**src/sv/pfa_pkg.sv**
```systemverilog
// ----------------------------------------------------------------------------
// Paged frame allocator package
// Table sizes, result status codes and controller/datapath interface types.
// ----------------------------------------------------------------------------
`timescale 1ns / 1ps

package pfa_pkg;

    localparam int NUM_FRAMES = 32;
    localparam int IDX_W      = $clog2(NUM_FRAMES);
    localparam int CNT_W      = 6;
    localparam int PID_W      = 8;
    localparam int MEM_W      = 16;
    localparam int PS_W       = 13;
    localparam int FIU_W      = 6;
    localparam int CAP_W      = 18;

    localparam logic [PS_W-1:0]  PAGE_SIZE_RST     = PS_W'(100);
    localparam logic [FIU_W-1:0] FRAMES_IN_USE_RST = FIU_W'(20);

    localparam logic [1:0] ST_GRANT  = 2'd0;
    localparam logic [1:0] ST_REFUSE = 2'd1;
    localparam logic [1:0] ST_FREED  = 2'd2;
    localparam logic [1:0] ST_EMPTY  = 2'd3;

    localparam logic REG_PAGE_SIZE     = 1'b0;
    localparam logic REG_FRAMES_IN_USE = 1'b1;

    typedef struct packed {
        logic       load;
        logic       clr;
        logic       free_step;
        logic       cnt_step;
        logic       grant_step;
        logic       emit;
        logic [1:0] emit_code;
    } t_cmd;

    typedef struct packed {
        logic mode;
        logic mem_zero;
        logic idx_last;
        logic fits;
        logic hit;
        logic grant_last;
        logic out_free;
    } t_stat;

endpackage

```
**src/sv/pfa_ctrl.sv**
```systemverilog
// ----------------------------------------------------------------------------
// Paged frame allocator controller
// Sequences dispatch, table scans, grants and single-result emission.
// ----------------------------------------------------------------------------
`timescale 1ns / 1ps

module pfa_ctrl (
    input  logic          i_clk,
    input  logic          i_rst_n,
    input  logic          i_in_valid,
    output logic          o_in_ready,
    input  pfa_pkg::t_stat i_stat,
    output pfa_pkg::t_cmd  o_cmd
);
    import pfa_pkg::*;

    typedef enum logic [8:0] {
        S_IDLE        = 9'b000000001,
        S_DISPATCH    = 9'b000000010,
        S_FREE_SCAN   = 9'b000000100,
        S_CNT_SCAN    = 9'b000001000,
        S_CHECK       = 9'b000010000,
        S_GRANT       = 9'b000100000,
        S_EMIT_FREED  = 9'b001000000,
        S_EMIT_EMPTY  = 9'b010000000,
        S_EMIT_REFUSE = 9'b100000000
    } t_state;

    t_state r_state;
    t_state n_state;

    assign o_in_ready = (r_state == S_IDLE);

    always_comb begin
        n_state = r_state;
        o_cmd   = '0;
        case (r_state)
            S_IDLE: begin
                if (i_in_valid) begin
                    o_cmd.load = 1'b1;
                    n_state    = S_DISPATCH;
                end
            end
            S_DISPATCH: begin
                o_cmd.clr = 1'b1;
                if (i_stat.mode) begin
                    n_state = S_FREE_SCAN;
                end else if (i_stat.mem_zero) begin
                    n_state = S_EMIT_EMPTY;
                end else begin
                    n_state = S_CNT_SCAN;
                end
            end
            S_FREE_SCAN: begin
                o_cmd.free_step = 1'b1;
                if (i_stat.idx_last) begin
                    n_state = S_EMIT_FREED;
                end
            end
            S_CNT_SCAN: begin
                o_cmd.cnt_step = 1'b1;
                if (i_stat.idx_last) begin
                    n_state = S_CHECK;
                end
            end
            S_CHECK: begin
                o_cmd.clr = 1'b1;
                n_state   = i_stat.fits ? S_GRANT : S_EMIT_REFUSE;
            end
            S_GRANT: begin
                // a free frame waits for the output slot, other frames are skipped
                if (!i_stat.hit || i_stat.out_free) begin
                    o_cmd.grant_step = 1'b1;
                    if (i_stat.hit && i_stat.grant_last) begin
                        n_state = S_IDLE;
                    end
                end
            end
            S_EMIT_FREED: begin
                o_cmd.emit_code = ST_FREED;
                if (i_stat.out_free) begin
                    o_cmd.emit = 1'b1;
                    n_state    = S_IDLE;
                end
            end
            S_EMIT_EMPTY: begin
                o_cmd.emit_code = ST_EMPTY;
                if (i_stat.out_free) begin
                    o_cmd.emit = 1'b1;
                    n_state    = S_IDLE;
                end
            end
            S_EMIT_REFUSE: begin
                o_cmd.emit_code = ST_REFUSE;
                if (i_stat.out_free) begin
                    o_cmd.emit = 1'b1;
                    n_state    = S_IDLE;
                end
            end
            default: begin
                n_state = S_IDLE;
            end
        endcase
    end

    always_ff @(posedge i_clk) begin
        if (!i_rst_n) begin
            r_state <= S_IDLE;
        end else begin
            r_state <= n_state;
        end
    end

endmodule

```
**src/sv/pfa_datapath.sv**
```systemverilog
// ----------------------------------------------------------------------------
// Paged frame allocator datapath
// Frame owner table, scan index, capacity accumulators and output register.
// ----------------------------------------------------------------------------
`timescale 1ns / 1ps

module pfa_datapath (
    input  logic                        i_clk,
    input  logic                        i_rst_n,
    input  pfa_pkg::t_cmd               i_cmd,
    output pfa_pkg::t_stat              o_stat,
    input  logic                        i_mode,
    input  logic [pfa_pkg::PID_W-1:0]   i_pid,
    input  logic [pfa_pkg::MEM_W-1:0]   i_mem,
    input  logic [pfa_pkg::PS_W-1:0]    i_page_size,
    input  logic [pfa_pkg::FIU_W-1:0]   i_frames_in_use,
    output logic                        o_valid,
    input  logic                        i_ready,
    output logic [1:0]                  o_status,
    output logic [4:0]                  o_frame,
    output logic [5:0]                  o_page,
    output logic [pfa_pkg::CNT_W-1:0]   o_freed,
    output logic                        o_last
);
    import pfa_pkg::*;

    logic [PID_W-1:0] r_owner [NUM_FRAMES];
    logic             r_mode;
    logic [PID_W-1:0] r_pid;
    logic [MEM_W-1:0] r_mem;
    logic [IDX_W-1:0] r_idx;
    logic [CNT_W-1:0] r_cnt;
    logic [CAP_W-1:0] r_cap;
    logic [CAP_W-1:0] r_acc;
    logic [5:0]       r_page;
    logic             r_out_valid;
    logic             n_out_valid;

    logic [PS_W-1:0]  w_ps;
    logic [FIU_W:0]   w_usable;
    logic             w_in_range;
    logic             w_free_frame;
    logic             w_own_frame;
    logic [CAP_W-1:0] w_acc_next;
    logic             w_grant;
    logic             w_out_free;

    assign w_ps         = (i_page_size == '0) ? PS_W'(1) : i_page_size;
    assign w_usable     = ({1'b0, i_frames_in_use} > (FIU_W+1)'(NUM_FRAMES))
                        ? (FIU_W+1)'(NUM_FRAMES) : {1'b0, i_frames_in_use};
    assign w_in_range   = ((FIU_W+1)'(r_idx) < w_usable);
    assign w_free_frame = w_in_range && (r_owner[r_idx] == '0);
    assign w_own_frame  = (r_pid != '0) && (r_owner[r_idx] == r_pid);
    assign w_acc_next   = r_acc + CAP_W'(w_ps);
    assign w_grant      = i_cmd.grant_step && w_free_frame;
    assign w_out_free   = !r_out_valid || i_ready;

    assign o_stat.mode       = r_mode;
    assign o_stat.mem_zero   = (r_mem == '0);
    assign o_stat.idx_last   = (r_idx == IDX_W'(NUM_FRAMES - 1));
    assign o_stat.fits       = (r_pid != '0) && (CAP_W'(r_mem) <= r_cap);
    assign o_stat.hit        = w_free_frame;
    assign o_stat.grant_last = (w_acc_next >= CAP_W'(r_mem));
    assign o_stat.out_free   = w_out_free;

    always_ff @(posedge i_clk) begin
        if (!i_rst_n) begin
            for (int k = 0; k < NUM_FRAMES; k++) begin
                r_owner[k] <= '0;
            end
        end else if (i_cmd.free_step && w_own_frame) begin
            r_owner[r_idx] <= '0;
        end else if (w_grant) begin
            r_owner[r_idx] <= r_pid;
        end
    end

    always_ff @(posedge i_clk) begin
        if (i_cmd.load) begin
            r_mode <= i_mode;
            r_pid  <= i_pid;
            r_mem  <= i_mem;
        end
        if (i_cmd.clr) begin
            r_idx  <= '0;
            r_cnt  <= '0;
            r_cap  <= '0;
            r_acc  <= '0;
            r_page <= '0;
        end else begin
            if (i_cmd.free_step || i_cmd.cnt_step || i_cmd.grant_step) begin
                r_idx <= r_idx + IDX_W'(1);
            end
            if (i_cmd.free_step && w_own_frame) begin
                r_cnt <= r_cnt + CNT_W'(1);
            end
            if (i_cmd.cnt_step && w_free_frame) begin
                r_cap <= r_cap + CAP_W'(w_ps);
            end
            if (w_grant) begin
                r_acc  <= w_acc_next;
                r_page <= r_page + 6'd1;
            end
        end
    end

    always_comb begin
        n_out_valid = r_out_valid;
        if (i_ready) begin
            n_out_valid = 1'b0;
        end
        if (i_cmd.emit || w_grant) begin
            n_out_valid = 1'b1;
        end
    end

    always_ff @(posedge i_clk) begin
        if (!i_rst_n) begin
            r_out_valid <= 1'b0;
        end else begin
            r_out_valid <= n_out_valid;
        end
    end

    always_ff @(posedge i_clk) begin
        if (w_grant) begin
            o_status <= ST_GRANT;
            o_frame  <= 5'(r_idx);
            o_page   <= r_page + 6'd1;
            o_freed  <= '0;
            o_last   <= o_stat.grant_last;
        end else if (i_cmd.emit) begin
            o_status <= i_cmd.emit_code;
            o_frame  <= '0;
            o_page   <= '0;
            o_freed  <= (i_cmd.emit_code == ST_FREED) ? r_cnt : '0;
            o_last   <= 1'b1;
        end
    end

    assign o_valid = r_out_valid;

endmodule

```
**src/sv/paged_frame_allocator_core.sv**
```systemverilog
// ----------------------------------------------------------------------------
// Paged frame allocator core
// Owner table for page frames with first-free allocation and bulk release.
// ----------------------------------------------------------------------------
// Usage:
//   Requests enter on the s_ stream: s_tuser carries the mode (allocate or
//   free), s_tdata the process id and the memory size. Results leave on the
//   m_ stream, one item per granted page, or one item for a refusal, an empty
//   request or a free summary; m_tlast marks the final item of a request.
//   The APB port holds page_size (0x0) and frames_in_use (0x4); write when idle.
//   Timing: one request at a time. An empty request goes from dispatch
//   straight to its result. Free: the result follows a scan of the whole
//   32-entry table. Allocate: a free-frame count over the table and a
//   decision state come before a refusal or the earliest grant; the grant
//   scan walks one frame per cycle unless a stall holds it.
//   s_tready rises at the edge that writes the final item of a request.
//   Reset: every frame is free, page_size is 100 and frames_in_use is 20.
//   Stall: a result waits in the output register; the grant scan holds on
//   a free frame until the slot is taken.
// ----------------------------------------------------------------------------
`timescale 1ns / 1ps

module paged_frame_allocator_core (
    input  logic        i_clk,
    input  logic        i_rst_n,
    // configuration
    input  logic        psel,
    input  logic        penable,
    input  logic        pwrite,
    input  logic [2:0]  paddr,
    input  logic [31:0] pwdata,
    output logic [31:0] prdata,
    output logic        pready,
    // request stream
    input  logic        s_tvalid,
    output logic        s_tready,
    input  logic [23:0] s_tdata,   // [7:0] process_id, [23:8] mem_request
    input  logic        s_tuser,   // [0] mode
    // result stream
    output logic        m_tvalid,
    input  logic        m_tready,
    output logic [23:0] m_tdata,   // [4:0] frame_index, [10:5] page_number,
                                   // [16:11] freed_count, [23:17] zero
    output logic [1:0]  m_tuser,   // [1:0] status
    output logic        m_tlast
);
    import pfa_pkg::*;

    logic [PS_W-1:0]  r_page_size;
    logic [FIU_W-1:0] r_frames_in_use;
    logic             w_wr;
    t_cmd             w_cmd;
    t_stat            w_stat;
    logic [4:0]       w_frame;
    logic [5:0]       w_page;
    logic [CNT_W-1:0] w_freed;

    // APB: zero wait states, write on the access phase
    assign pready = 1'b1;
    assign w_wr   = psel && penable && pwrite && pready;

    always_ff @(posedge i_clk) begin
        if (!i_rst_n) begin
            r_page_size     <= PAGE_SIZE_RST;
            r_frames_in_use <= FRAMES_IN_USE_RST;
        end else if (w_wr) begin
            if (paddr[2] == REG_PAGE_SIZE) begin
                r_page_size <= pwdata[PS_W-1:0];
            end else begin
                r_frames_in_use <= pwdata[FIU_W-1:0];
            end
        end
    end

    // read back the register picked by the word address
    always_comb begin
        case (paddr[2])
            REG_PAGE_SIZE:     prdata = {{(32-PS_W){1'b0}}, r_page_size};
            REG_FRAMES_IN_USE: prdata = {{(32-FIU_W){1'b0}}, r_frames_in_use};
            default:           prdata = '0;
        endcase
    end

    pfa_ctrl u_ctrl (
        .i_clk      (i_clk),
        .i_rst_n    (i_rst_n),
        .i_in_valid (s_tvalid),
        .o_in_ready (s_tready),
        .i_stat     (w_stat),
        .o_cmd      (w_cmd)
    );

    pfa_datapath u_dp (
        .i_clk           (i_clk),
        .i_rst_n         (i_rst_n),
        .i_cmd           (w_cmd),
        .o_stat          (w_stat),
        .i_mode          (s_tuser),
        .i_pid           (s_tdata[7:0]),
        .i_mem           (s_tdata[23:8]),
        .i_page_size     (r_page_size),
        .i_frames_in_use (r_frames_in_use),
        .o_valid         (m_tvalid),
        .i_ready         (m_tready),
        .o_status        (m_tuser),
        .o_frame         (w_frame),
        .o_page          (w_page),
        .o_freed         (w_freed),
        .o_last          (m_tlast)
    );

    // pack the result fields, lowest field first
    assign m_tdata = {7'd0, w_freed, w_page, w_frame};

endmodule

```
**config.mk**
```make
export PLATFORM = sky130hd
export DESIGN_NAME = paged_frame_allocator_core
export DESIGN_NICKNAME = d
export VERILOG_FILES = /design/src/sv/pfa_pkg.sv /design/src/sv/pfa_ctrl.sv /design/src/sv/pfa_datapath.sv /design/src/sv/paged_frame_allocator_core.sv
export SDC_FILE = /design/constraint.sdc
export NUM_CORES = 1
export LEC_CHECK = 0
export ABC_AREA = 1
export ABC_CLOCK_PERIOD_IN_PS = 6200
export CAP_MARGIN = 15
export CORE_MARGIN = 3
export CORE_UTILIZATION = 51
export CTS_CLUSTER_SIZE = 40
export DETAILED_ROUTE_END_ITERATION = 8
export DONT_BUFFER_PORTS = 1
export GPL_ROUTABILITY_DRIVEN = 0
export PLACE_DENSITY = 0.66
export SLEW_MARGIN = 40
export SYNTH_ARGS = -nofsm -noshare
export SYNTH_HDL_FRONTEND = slang
export SYNTH_SLANG_ARGS = --single-unit
```
**constraint.sdc**
```tcl
create_clock -name i_clk -period 6.2 [get_ports i_clk]
set_clock_uncertainty 0.2 [all_clocks]
set_input_delay 0.31 -clock i_clk [delete_from_list [all_inputs] [get_ports i_clk]]
set_output_delay 0.31 -clock i_clk [all_outputs]
set_load 0.005 [all_outputs]
```
==> results of run 1 <==
-- cells by family (layout without fill, tap and decap cells) --
group / Yosys count / after routing / share of synthesized area [%]
other: 2 / 27 / 0.0373
XOR/XNOR: 34 / 34 / 1.48
adder cells (fa/ha/maj): 69 / 69 / 4.28
flip-flops: 388 / 388 / 53.1
buffers and inverters: 331 / 324 / 7.41
AND/OR/NAND/NOR: 1344 / 1344 / 29.0
AO/OA/AOI/OAI: 183 / 183 / 4.76
-- sequential cells by signal, summed over array words and instances, names as in the netlist, 6 cells and up, named ones only --
register,count
u_dp.r_owner,256
u_dp.o_page,6
r_page_size,13
u_dp.r_mem,16
u_dp.r_cap,18
u_dp.r_cnt,6
r_frames_in_use,6
u_dp.r_page,6
u_dp.r_acc,18
u_ctrl.r_state,9
u_dp.r_pid,8
u_dp.o_freed,6
-- power by group --
part           leakage (nW)  switching [W]  internal (W)
Combinational          4.77        0.00162      0.000673
Sequential             3.76       0.000293       0.00304
Clock                 0.705        0.00107       0.00159
Total                  9.24        0.00299       0.00531
-- cell usage in the layout (no fill, tap or decap), types with 3 or more instances in the layout --
cell                            instances
sky130_fd_sc_hd__a211oi_1               3
sky130_fd_sc_hd__a21o_1                 4
sky130_fd_sc_hd__a21oi_1               82
sky130_fd_sc_hd__a31oi_1                4
sky130_fd_sc_hd__buf_4                 13
sky130_fd_sc_hd__bufinv_16              6
sky130_fd_sc_hd__clkbuf_1               7
sky130_fd_sc_hd__clkbuf_16             44
sky130_fd_sc_hd__clkbuf_8               3
sky130_fd_sc_hd__clkinv_1               8
sky130_fd_sc_hd__clkinv_2               4
sky130_fd_sc_hd__clkinvlp_4             3
sky130_fd_sc_hd__conb_1                27
sky130_fd_sc_hd__dfxtp_1               93
sky130_fd_sc_hd__dlygate4sd3_1         55
sky130_fd_sc_hd__edfxtp_1             293
sky130_fd_sc_hd__ha_1                  67
sky130_fd_sc_hd__inv_1                167
sky130_fd_sc_hd__inv_2                  5
sky130_fd_sc_hd__inv_6                  3
sky130_fd_sc_hd__nand2_1              584
sky130_fd_sc_hd__nand2_2                3
sky130_fd_sc_hd__nand2_8                5
sky130_fd_sc_hd__nand3_1              261
sky130_fd_sc_hd__nand3_2               27
sky130_fd_sc_hd__nand3b_1               8
sky130_fd_sc_hd__nand4_1               45
sky130_fd_sc_hd__nor2_1               371
sky130_fd_sc_hd__nor2_2                 3
sky130_fd_sc_hd__nor3_1                20
sky130_fd_sc_hd__nor3_2                 3
sky130_fd_sc_hd__nor4_1                 8
sky130_fd_sc_hd__o21ai_0               80
sky130_fd_sc_hd__o21ai_1                3
sky130_fd_sc_hd__xnor2_1               14
sky130_fd_sc_hd__xor2_1                20
-- critical path, delay by kind of cell, from the launching register on --
family	cells	cell delay, ns
compound gates	5	1.54
simple gates	15	1.50
fa+ha+maj	3	0.75
buf+inv	3	0.72
flops	1	0.37
xor+xnor	1	0.23
-- final cells by class --
cell class | instances | area [um2]
fillers | 3426 | 16500
flip-flops and latches | 388 | 10700
multi-input cells | 1657 | 8090
clock buffers | 54 | 1170
repair buffers | 72 | 714
inverters | 174 | 654
well taps | 518 | 648
clock inverters | 24 | 295
-- layer usage --
layer  GRT usage, %  part of all wire, %  wire [um]
met5              0                    0          0
met4           8.31                  3.1       1640
met3           5.09                  8.2       4350
met2           40.5                   47      24800
met1           34.4                   42      22100
-- worst max-delay path by stage --
stage / endpoint / cells past startpoint / slack [ns]
floorplan: u_ctrl.r_state[8] / 27 / 2.31
finish: u_ctrl.r_state[5] / 27 / 0.84
global route: u_ctrl.r_state[5] / 27 / 0.25
detailed placement: u_dp.r_owner[23][0] / 17 / 1.11
CTS: u_ctrl.r_state[5] / 27 / 0.88
global placement: u_dp.r_owner[6][0] / 18 / 1.14
-- per-stage QoR --
| step | utilization, % | total power, W | hold slack [ns] | cells | setup WS, ns |
|---|---|---|---|---|---|
| after CTS | 57.4 | 0.00830 | 0.00793 | 2887 | 0.879 |
| after detailed placement | 52.1 | 0.00560 | 0.209 | 2753 | 1.11 |
| after global placement | 52.0 | 0.00554 | 0.209 | 2752 | 1.14 |
| after global routing | 57.4 | 0.00875 | 0.0125 | 2887 | 0.255 |
| final | 57.4 | 0.00830 | 0.0179 | 2887 | 0.840 |
| after floorplan | - | 0.00497 | 0.209 | 2376 | 2.31 |
-- repair_timing --
action / in CTS / in global routing
hold endpoints to repair: 181 / 0
setup endpoints to repair: 0 / 0
resized for setup: 0 / 0
hold buffers: 56 / 0
==> flow_results.org, run 1 <==
** Power and ir drop
- Power density over cell area :: about 370 nW/um2
- Summed over all cells, the static leakage comes to approximately 9 nW.
- Maximum resistive drop on vdd :: 0.374 mV

** Timing
- Maximum clock frequency :: roughly 190 MHz
- Pins Over Slew Limit :: 0
- In the final timing run, aggregate negative setup slack is 0 ns.
- Unrepaired setup endpoints after global routing :: false
- Worst slew margin relative to its limit :: around 44%
- Transition time at the pin with the least slew margin :: 0.832 ns
- Final critical-path share of the clock period :: between 80 and 90%
- Setup violations remaining at the end of the flow were counted as 0.
- The worst path needs ~5.4 ns of the cycle, external delays included.
- The number of hold violations in the final report was 0.

** Floorplan
- The floorplan step defined a die boundary enclosing ~42,000 um2.
- The floorplan has 72 rows.
- Initial standard-cell utilization of the core :: 51.9%
- In this run the horizontal extent of the chip is roughly 200 um.
- Area of the core region :: between 30,000 and 40,000 um2
- Measured along the y axis, the die boundary spans slightly above 200 um.
- During I/O placement, the number of pins put on the boundary was about 130.

** Routing
- Routed wire length :: 52.9 mm
- Once detail routing completed, the nets flagged for antenna violations numbered 0.
- Drt drc :: 0
- Detailed-routing iteration count for the pre-antenna-repair pass :: 6
- Detailed routing inserted a total of ~16,000 vias.
- Iteration-0 DRC count of the detailed router :: around 1,600
- After detailed routing, the number of vias per cell comes to ~5.5.
- WL/cell :: between 15 and 20 um

** Worst setup path
- Counting stages on the worst path, the most repeated cell is sky130_fd_sc_hd__nand2_1.
- Startpoint of the worst-slack reg-to-reg timing path :: r_page_size[10]
- Tracing the worst setup path back leads to its startpoint at r_page_size[10].
- Slowest cell on the critical path :: sky130_fd_sc_hd__o41ai_1
- Highest cell delay on the worst timing path :: 0.70 ns
- CP Class :: reg2reg
- The worst setup path is captured at a flip-flop.
- Of all nets on the critical path, the largest fanout is 5.
- Critical path launch point type :: flip-flop
- The worst register-to-register path ends at u_ctrl.r_state[5].
- STA puts the critical path data required time at around 6.5 ns.
- At the worst endpoint, the arrival time is around 5.7 ns.
- Across all register-to-register paths, the minimum setup slack is around 0.84 ns.
- Cell count of the worst reg-to-reg path :: 27

** Place
- Area after detailed placement :: 20,200 um2
- HPWL after detailed placement :: approximately 34 mm
- Number of buffers inserted by port buffering :: 0

** Synth
- For this run, asynchronously set or reset flops after synthesis account for 0%.
- Top cells by area in the synthesized netlist :: sky130_fd_sc_hd__edfxtp_1 (44%), sky130_fd_sc_hd__nand2_1 (11%), sky130_fd_sc_hd__dfxtp_1 (9.4%), sky130_fd_sc_hd__nor2_1 (7.0%), sky130_fd_sc_hd__nand3_1 (6.5%)
- Sequential area share after synthesis :: approximately 53%
- In the post-synthesis netlist, the cell with the most instances is sky130_fd_sc_hd__nand2_1.
- Number of enable flip-flop cells after synthesis :: 293
- Post-synth design cell area :: around 20,000 um2
- In this run the biggest area consumer among cell types represents between 40% and 50% of the synthesized area.
- The synthesized netlist contains 40 unique library cells.
- Post-synthesis instance total :: 2,351
- Dividing the synthesized area by the synthesized cell count gives roughly 8.6 um2.
- The synthesized design spends more area on one cell type than any other, namely sky130_fd_sc_hd__edfxtp_1.
- For this run, the number of Yosys warnings is 0.
- The commonest cells after synthesis are sky130_fd_sc_hd__nand2_1 (584), sky130_fd_sc_hd__nor2_1 (374), sky130_fd_sc_hd__edfxtp_1 (293).
- After synthesis the netlist holds a flip-flop and latch count of 388.
- Commonest register cell after synthesis :: sky130_fd_sc_hd__edfxtp_1

** Clock network
- The clock reaches the later pin of the worst-skew pair after between 0.5 and 0.6 ns.
- Post-CTS Setup Bufs :: 0
- The tree built by TritonCTS fans out to between 300 and 400 sinks.
- Number of buffers created by CTS :: 43
- Clk slew on worst S/H paths :: ~0.06 ns
- H-tree levels :: 2
- The clock passes through at most 3 buffers.
- Clock root buffer :: sky130_fd_sc_hd__clkbuf_16
- TritonCTS built the clock tree.

** Worst hold path
- The min-delay analysis places its worst path in the category in2reg.
- Counting instances, the worst hold path has a depth of 1.
- Endpoint of the worst hold-timing path :: u_dp.r_owner[0][7]
- Min-delay src :: i_rst_n

** Final layout
- Share of post-route cells with drive strength above 1 :: roughly 5.8%
- The number of antenna diodes in the final layout is 0.
- From synthesis to final layout, the design area changed by 10.5%.
- With fillers left out, the area of the finished cells amounts to 22,300 um2.
- In the final design database the tool counted between 2,000 and 2,500 nets.

** Run status
- The run finished with clean final reports.

** GRT
- Global routing finished with a remaining overflow of 0.
- Global routing consumed, over all layers together, 25.2% of the routing resources.
- Pin count of the biggest net entering global routing :: approximately 100
- Initial antenna violation count :: 0
- The first global-routing pass estimated 82.7 mm of wire.
- The via count of the first global-routing pass was ~15,000.

** Job
- The tool flagged a number of max-cap violations equal to 0.
No activity file was read; power rests on OpenSTA's default activity.
==> run 2, diff against run 1 <==
SYNTH_HIERARCHICAL = 1   (was unset)
==> run 2 against run 1 <==
Global-route usage shrank 0.72 points. Fmax up 7.6%. Critical path type unchanged. Sequential share of layout area is 0.63 points lower. Largest cell class unchanged. Setup slack better by 0.38 ns.
==> flow_results.org, run 2 <==
** Final layout
- The multi-input gate area in the final layout came to 8370 um2 (+3.4%).
- Register name with the most flops :: u_dp/r_owner
- The net total in the final layout was 2,470 (-0.081%).
- Most common cell after layout, fill and taps aside :: sky130_fd_sc_hd__nand2_1
- Storage element area :: 10,700 um2 (unchanged)
- Top library cells by usage in the layout, fill and taps aside :: sky130_fd_sc_hd__nand2_1 (588), sky130_fd_sc_hd__nor2_1 (396), sky130_fd_sc_hd__edfxtp_1 (293), sky130_fd_sc_hd__nand3_1 (261), sky130_fd_sc_hd__inv_1 (144)
- The share of layout cells above drive strength 1 was 7.43% (+1.6 points).
- The antenna diode count was 0 (unchanged).
- Max reg flops :: 256 (unchanged)
- Area overhead of the layout relative to synthesis :: 10.9%
- The largest registers in the layout are u_dp/r_owner: 256 flops, u_dp/r_acc: 18 flops, u_dp/r_cap: 18 flops.
- Count of fill cells added during filler insertion :: 3,412 (-0.41%)

** Timing
- The final-layout setup total negative slack was 0 ns (unchanged).
- Final critical-path share of the clock period :: 80.4% (-6.1 points)
- The clock period minus final worst setup slack is 4.98 ns (-0.378 ns).
- The fmax is 201 MHz (+7.6%).
- The number of endpoints failing setup at the final stage came to 0 (unchanged).
- Unrepaired setup endpoints after global routing :: false
- The number of hold violations in the final report came to 0 (unchanged).
- The relative max-transition margin is 42.8% (-1.3 points).
- The final worst setup slack was 1.22 ns (+0.378 ns).
- Pins Over Slew Limit :: 0 (unchanged)
- The transition at the pin with the smallest max-transition slack was 0.855 ns (+0.0227 ns).

** Floorplan
- Row count :: 72 (unchanged)
- The overall die area is 42,300 um2 (+0.94%).
- Initial standard-cell utilization of the core :: 52.2% (+0.26 points)
- Ports :: 129 (unchanged)
- Die extent in x :: 206 um (+0.47%)
- The die outline height came to 206 um (+0.47%).
- Area of the core region :: 39,000 um2 (+0.46%)

** Clock network
- The maximum buffer depth of the clock tree came to 3 (unchanged).
- The number of sinks driven by the clock tree is 388 (unchanged).
- Number of buffers created by CTS :: 42 (-2.3%)
- Clock tree synthesis selected as its root buffer the cell sky130_fd_sc_hd__clkbuf_16.
- TritonCTS built the clock tree.
- The clock insertion delay at the later pin of the skew report came to 0.55 ns (-0.02 ns).
- The number of levels in the clock H-tree came to 2 (unchanged).
- Clk slew on worst S/H paths :: 0.06 ns (about the same)
- Post-cts repair resize count :: 0 (unchanged)

** Synth
- Post-synth top area share :: 43.2% (-0.42 points)
- The share of flip-flops with an asynchronous set or reset after synthesis came to 0% (unchanged).
- Sequential area share after synthesis :: 52.6% (-0.51 points)
- In the synthesized netlist the dominant register cell turns out to be sky130_fd_sc_hd__edfxtp_1.
- Most frequently used cell type in the post-synthesis netlist :: sky130_fd_sc_hd__nand2_1
- Number of enable flip-flop cells after synthesis :: 293 (unchanged)
- Post-synthesis instance total :: 2,329 (-0.94%)
- The flip-flop and latch count after synthesis came to 388 (unchanged).
- Library cell occupying the most area in the post-synthesis netlist :: sky130_fd_sc_hd__edfxtp_1
- The post-synthesis cell area was 20,400 um2 (+0.97%).
- Sorting the synthesized cells by area gives the leading types as sky130_fd_sc_hd__edfxtp_1 (43%), sky130_fd_sc_hd__nand2_1 (11%), sky130_fd_sc_hd__dfxtp_1 (9.3%), sky130_fd_sc_hd__nor2_1 (7.3%), sky130_fd_sc_hd__nand3_1 (6.4%).
- Top cells by count, synth :: sky130_fd_sc_hd__nand2_1 (589), sky130_fd_sc_hd__nor2_1 (397), sky130_fd_sc_hd__edfxtp_1 (293)
- The number of distinct library cells after synthesis is 49 (+23%).
- YS warnings :: 6 (+6)
- The mean instance size in the synthesized netlist came to 8.74 um2 (+1.9%).

** Worst hold path
- The startpoint identified for the worst hold timing path is i_rst_n.
- The worst hold path belongs to the class in2reg.

** GRT
- First-pass GRT wire length :: 80.7 mm (-2.5%)
- Initial antenna violation count :: 0 (unchanged)
- The via count of the first global-routing pass came to 15,100 (-0.24%).
- Pin count of the biggest net entering global routing :: 98 (-3.0%)
- The remaining global-route overflow is 0 (unchanged).
- Global Route Usage Sum :: 24.5% (-0.72 points)

** Worst setup path
- STA classifies the critical path endpoint as a flip-flop.
- Critical Path RT :: 6.21 ns (-0.30 ns)
- The cell that appears most often on the critical path is sky130_fd_sc_hd__nand2_1.
- The critical path is of the reg2reg type.
- Peak fanout along the critical path :: 79 (+74)
- Cell count of the worst reg-to-reg path :: 18 (-33%)
- STA classifies the critical path startpoint as a flip-flop.
- The peak per-stage delay on the critical path is 0.64 ns (-0.06 ns).
- FF-to-FF End :: u_dp/r_owner[12][4]
- Arrival time at the worst endpoint :: 4.99 ns (-0.68 ns)
- Timing endpoint of the critical path :: u_dp/r_owner[12][4]
- R2R Setup Slk :: 1.22 ns (+0.38 ns)
- Sequence of cells on the critical path :: clkinv_2 -> buf_4 -> nand2_1 -> nand3_1 -> nand3_1 -> nand2_1 -> nand2_1 -> nand3_1 -> nand2_1 -> nand2_1 -> nor2_2 -> and3_1 -> a21oi_1 -> nand4_4 -> nand2_4 -> buf_4 -> nand4_2 -> nand2_1
- Slowest cell on the critical path :: sky130_fd_sc_hd__buf_4

** Power and ir drop
- The highest ir drop seen on vdd was 0.359 mV (-4.1%).
- Power density over cell area :: 381 nW/um2 (+2.2%)
- The static leakage is 9.20 nW (-0.34%).

** Routing
- DR vias :: 15,900 (+0.24%)
- Drt drc :: 0 (unchanged)
- The number of antenna-violating nets in the routed design is 0 (unchanged).
- The wire length reported by the detailed router came to 52.2 mm (-1.2%).
- The post-detailed-route via-to-cell ratio was 5.51 (+0.20%).
- The iteration count of the initial detailed-routing pass is 5 (-1).
- Iteration-0 DRC count of the detailed router :: 1,300 (-19%)
- WL/cell :: 18.1 um (-1.3%)

** Place
- Number of buffers inserted by port buffering :: 0 (unchanged)
- The detailed placement HPWL is 33.3 mm (-0.80%).
- Worst slack after detailed placement :: 1.27 ns (+0.162 ns)

** Job
- Max Cap Viol :: 0 (unchanged)

** Run status
- The flow ran to the end, and the final reports show no timing, DRC or antenna violations.
run 2: stage by stage:
stage                     area [um2]  power (W)  utilization (%)  hold WS [ns]  instances
after floorplan                20400    0.00530                -         0.209       2354
after global placement         20500    0.00597             52.6         0.209       2749
final                          22600    0.00859             57.9        0.0336       2888
after global routing           22600    0.00908             57.9        0.0357       2888
after CTS                      22600    0.00862             57.9       0.00242       2888
after detailed placement       20500    0.00603             52.7         0.209       2749
run 2: logic make-up after synthesis:
logic type / share of synthesized area (%)
other: 0.0369
AO/OA/AOI/OAI: 4.45
buffers and inverters: 6.87
flip-flops: 52.6
adder cells (fa/ha/maj): 4.12
XOR/XNOR: 1.59
AND/OR/NAND/NOR: 30.3
run 2: layer usage:
metal  vias to the layer above  wire (um)  global-route usage, %
li1                       7718          -                      -
met1                      7573      21000                   30.5
met2                       494      26300                   43.5
met3                       128       2860                   2.93
met4                         0       2030                   9.57
met5                         -          0                      0
run 2: how the worst min path moves through the flow:
stage	to	slack [ns]	cells after the start
2_1_floorplan	u_dp/r_mem[0]	0.21	0
5_1_grt	u_dp/r_owner[25][2]	0.04	1
3_5_place_dp	u_dp/r_mem[0]	0.21	0
3_3_place_gp	u_dp/r_mem[11]	0.21	0
4_1_cts	u_dp/r_owner[2][2]	0.002	1
6_report	u_dp/r_owner[14][5]	0.03	3
run 2: critical path, delay by kind of cell, from the launching register on:
family                 cells  cell delay, ns
AO/OA/AOI/OAI              1            0.29
buffers and inverters      3            1.03
flip-flops                 1            0.47
AND/OR/NAND/NOR           14            2.57
run 2: final cells by class:
cell class	count	area share, %
Clock buffer	61	5.39
Clock inverter	17	0.826
Inverter	155	2.58
Multi-Input combinational cell	1659	37.1
Sequential cell	388	47.4
Tap cell	518	2.87
Timing Repair Buffer	90	3.86
run 2: power breakdown:
group	internal (W)	switching [W]	total [W]
Clock	0.00153	0.00101	0.00254
Combinational	0.000818	0.00195	0.00276
Sequential	0.00306	0.000235	0.00329
Total	0.00540	0.00319	0.00859
run 2: timing repair:
action	CTS	global route
hold buffers	61	0
setup buffers	0	0
hold endpoints to repair	292	0
==> run 3, diff against run 2 <==
ABC_CLOCK_PERIOD_IN_PS = 5100   (was 6200)
clock period = 5.1 ns   (was 6.2 ns; I/O delays follow)
==> run 3 against run 2 <==
Non-clock buffer count increased by 8. Total power rose by 22%. Highest routed layer unchanged. Largest power group unchanged. Critical endpoint is now u_ctrl/r_state[3]. First-iteration DRC count down 7.6%. Sequential power increased by 20%.
==> flow_results.org, run 3 (synthesized netlist as in run 2, its figures left out) <==
** Final layout
- Most common cell after layout, fill and taps aside :: sky130_fd_sc_hd__nand2_1
- The antenna diode count was 0 (unchanged).
- In the layout the commonest cells are sky130_fd_sc_hd__nand2_1 (588), sky130_fd_sc_hd__nor2_1 (396), sky130_fd_sc_hd__edfxtp_1 (293), sky130_fd_sc_hd__nand3_1 (261), sky130_fd_sc_hd__inv_1 (144).
- Register name with the most flops :: u_dp/r_owner
- The largest registers in the layout are u_dp/r_owner: 256 flops, u_dp/r_acc: 18 flops, u_dp/r_cap: 18 flops.
- The number of flip-flops in the largest register came to 256 (unchanged).
- The total non-filler cell area in the finished layout is 22,700 um2 (+0.40%).
- # nets final :: 2,478 (+0.32%)
- Relative to the synthesized area, the layout overhead comes to 11.4%.
- Share of post-route cells with drive strength above 1 :: 7.82% (+0.40 points)

** Power and ir drop
- Maximum resistive drop on vdd :: 0.439 mV (+22%)
- Switching share of power :: 37.2% (+0.093 points)
- Internal power :: 0.00658 W (+22%)
- Power density over cell area :: 463 nW/um2 (+22%)
- The static leakage was 9.23 nW (+0.33%).
- Combinational share of power :: 33.0% (+0.8 points)
- Seq pwr share :: 37.6% (-0.7 points)
- Switching power summed over all nets :: 0.00390 W (+22%)
- The part of the power in the clock network was 29.3% (-0.2 points).

** Timing
- Pins Over Slew Limit :: 0 (unchanged)
- Final min period :: 4.65 ns (-0.329 ns)
- Worst slew margin relative to its limit :: 42.0% (-0.83 points)
- Final critical-path share of the clock period :: 91.2% (+11 points)
- Maximum clock frequency :: 215 MHz (+7.1%)
- Final count of negative-setup-slack endpoints :: 0 (unchanged)
- Setup repair after global routing left no endpoint under its margin.
- The number of hold violations in the final report is 0 (unchanged).
- The final-layout setup total negative slack is 0 ns (unchanged).
- Transition time at the pin with the least slew margin :: 0.867 ns (+0.0124 ns)

** GRT
- First-pass GRT wire length :: 80.9 mm (+0.24%)
- The initial antenna violation count came to 0 (unchanged).
- Pin count of the biggest net entering global routing :: 129 (+32%)
- The total routing resource utilization after global routing was 24.5% (-0.034 points).
- The remaining global-route overflow came to 0 (unchanged).
- Via count of the first global-routing pass :: 15,100 (-0.053%)

** Worst setup path
- Most numerous cell on the critical path :: sky130_fd_sc_hd__nand2_1
- CP Class :: reg2reg
- Arrival time at the worst endpoint :: 4.91 ns (-0.08 ns)
- The worst endpoint required time is 5.36 ns (-0.85 ns).
- Slowest cell on the critical path :: sky130_fd_sc_hd__dfxtp_1
- Peak fanout along the critical path :: 13 (-84%)
- Highest cell delay on the worst timing path :: 0.39 ns (-0.25 ns)
- STA classifies the critical path startpoint as a flip-flop.
- Endpoint class of the critical path :: flip-flop

** Clock network
- The maximum buffer depth of the clock tree came to 3 (unchanged).
- Clk slew on worst S/H paths :: 0.06 ns (about the same)
- The number of sinks driven by the clock tree was 388 (unchanged).
- TritonCTS built the clock tree.
- The root buffer cell chosen for the clock tree is sky130_fd_sc_hd__clkbuf_16.
- The clock insertion delay at the later pin of the skew report is 0.56 ns (about the same).
- The number of buffers created by CTS was 42 (unchanged).
- H-tree levels :: 2 (unchanged)

** Run status
- The run finished with clean final reports.

** Routing
- Iteration-0 DRC count of the detailed router :: 1,201 (-7.6%)
- Drt drc :: 0 (unchanged)
- The routed length per placed instance is 17.9 um (-0.84%).
- The wire length reported by the detailed router was 51.9 mm (-0.57%).
- Detailed-routing iteration count for the pre-antenna-repair pass :: 6 (+1)
- The via total after detailed routing is 15,900 (-0.12%).
- The post-detailed-route via-to-cell ratio came to 5.49 (-0.40%).
- The number of antenna-violating nets in the routed design was 0 (unchanged).

** Floorplan
- Row count :: 72 (unchanged)
- Die extent in x :: 206 um (unchanged)
- Area of the die :: 42,300 um2 (unchanged)
- The area of the core came to 39,000 um2 (unchanged).
- Ports :: 129 (unchanged)
- Die Ht :: 206 um (unchanged)
- Initial standard-cell utilization of the core :: 52.2% (unchanged)

** Place
- The detailed placement HPWL came to 33.4 mm (+0.30%).
- The placed standard-cell area came to 20,600 um2 (+0.27%).
- The count of input and output buffers is 0 (unchanged).

** Worst hold path
- Min-Delay Path Class :: in2reg

** Job
- Max Cap Viol :: 0 (unchanged)
## run 3: final timing paths
check	slack, ns	cells past startpoint	from	endpoint
max	0.45	33	r_page_size[7]	u_ctrl/r_state[3]
min	0.11	2	i_rst_n	r_page_size[2]
min reg2reg	0.28	2	u_dp/r_acc[12]	u_dp/r_acc[12]
max reg2reg	0.45	33	r_page_size[7]	u_ctrl/r_state[3]
## run 3: stage by stage
| stage | util [%] | hold slack [ns] | setup WS [ns] | total power, W | std cells |
|---|---|---|---|---|---|
| after CTS | 58.1 | 0.0821 | 0.367 | 0.0105 | 2896 |
| after global placement | 52.7 | 0.154 | 0.504 | 0.00728 | 2753 |
| final | 58.1 | 0.113 | 0.447 | 0.0105 | 2896 |
| after detailed placement | 52.8 | 0.154 | 0.397 | 0.00738 | 2753 |
| after floorplan | - | 0.154 | 1.22 | 0.00644 | 2354 |
| after global routing | 58.1 | 0.0925 | 0.00423 | 0.0111 | 2896 |
## run 3: routing by layer
metal | vias up | wire length, um | GRT usage [%]
li1 | 7757 | - | -
met2 | 491 | 25600 | 42.2
met4 | 0 | 2000 | 9.45
met3 | 121 | 3070 | 3.80
met1 | 7525 | 21200 | 31.0
met5 | - | 0 | 0
## run 3: power by group through the flow
stage          Sequential (W)  Clock [W]  Combinational [W]
6_report              0.00395    0.00307            0.00346
5_1_grt               0.00398    0.00327            0.00384
4_1_cts               0.00395    0.00313            0.00344
3_5_place_dp          0.00401          0            0.00337
3_3_place_gp          0.00400          0            0.00328
2_1_floorplan         0.00391          0            0.00252
## run 3: cell type report
| cell class | count | area [um2] |
|---|---|---|
| clock buffer | 60 | 1200 |
| timing repair buffer | 98 | 953 |
| fill | 3305 | 16300 |
| multi-input combinational | 1659 | 8390 |
| inverter | 155 | 583 |
| clock inverter | 18 | 190 |
| sequential | 388 | 10700 |
| tap | 518 | 648 |
## run 3: critical path, delay by kind of cell, from the launching register on
kind / cells / cell delay, ns
buffers and inverters: 1 / 0.05
xor gates and xnor gates: 1 / 0.23
DFF: 1 / 0.39
AOI/OAI and AO/OA: 6 / 1.02
and+or+nand+nor: 23 / 2.17
adders and majority gates: 2 / 0.48
## run 3: repair_timing
item	4_1_cts	5_1_grt
setup endpoints to repair	0	9
setup buffers	0	0
resized for setup	0	2
hold buffers	65	0
endpoints found under the hold margin	558	0
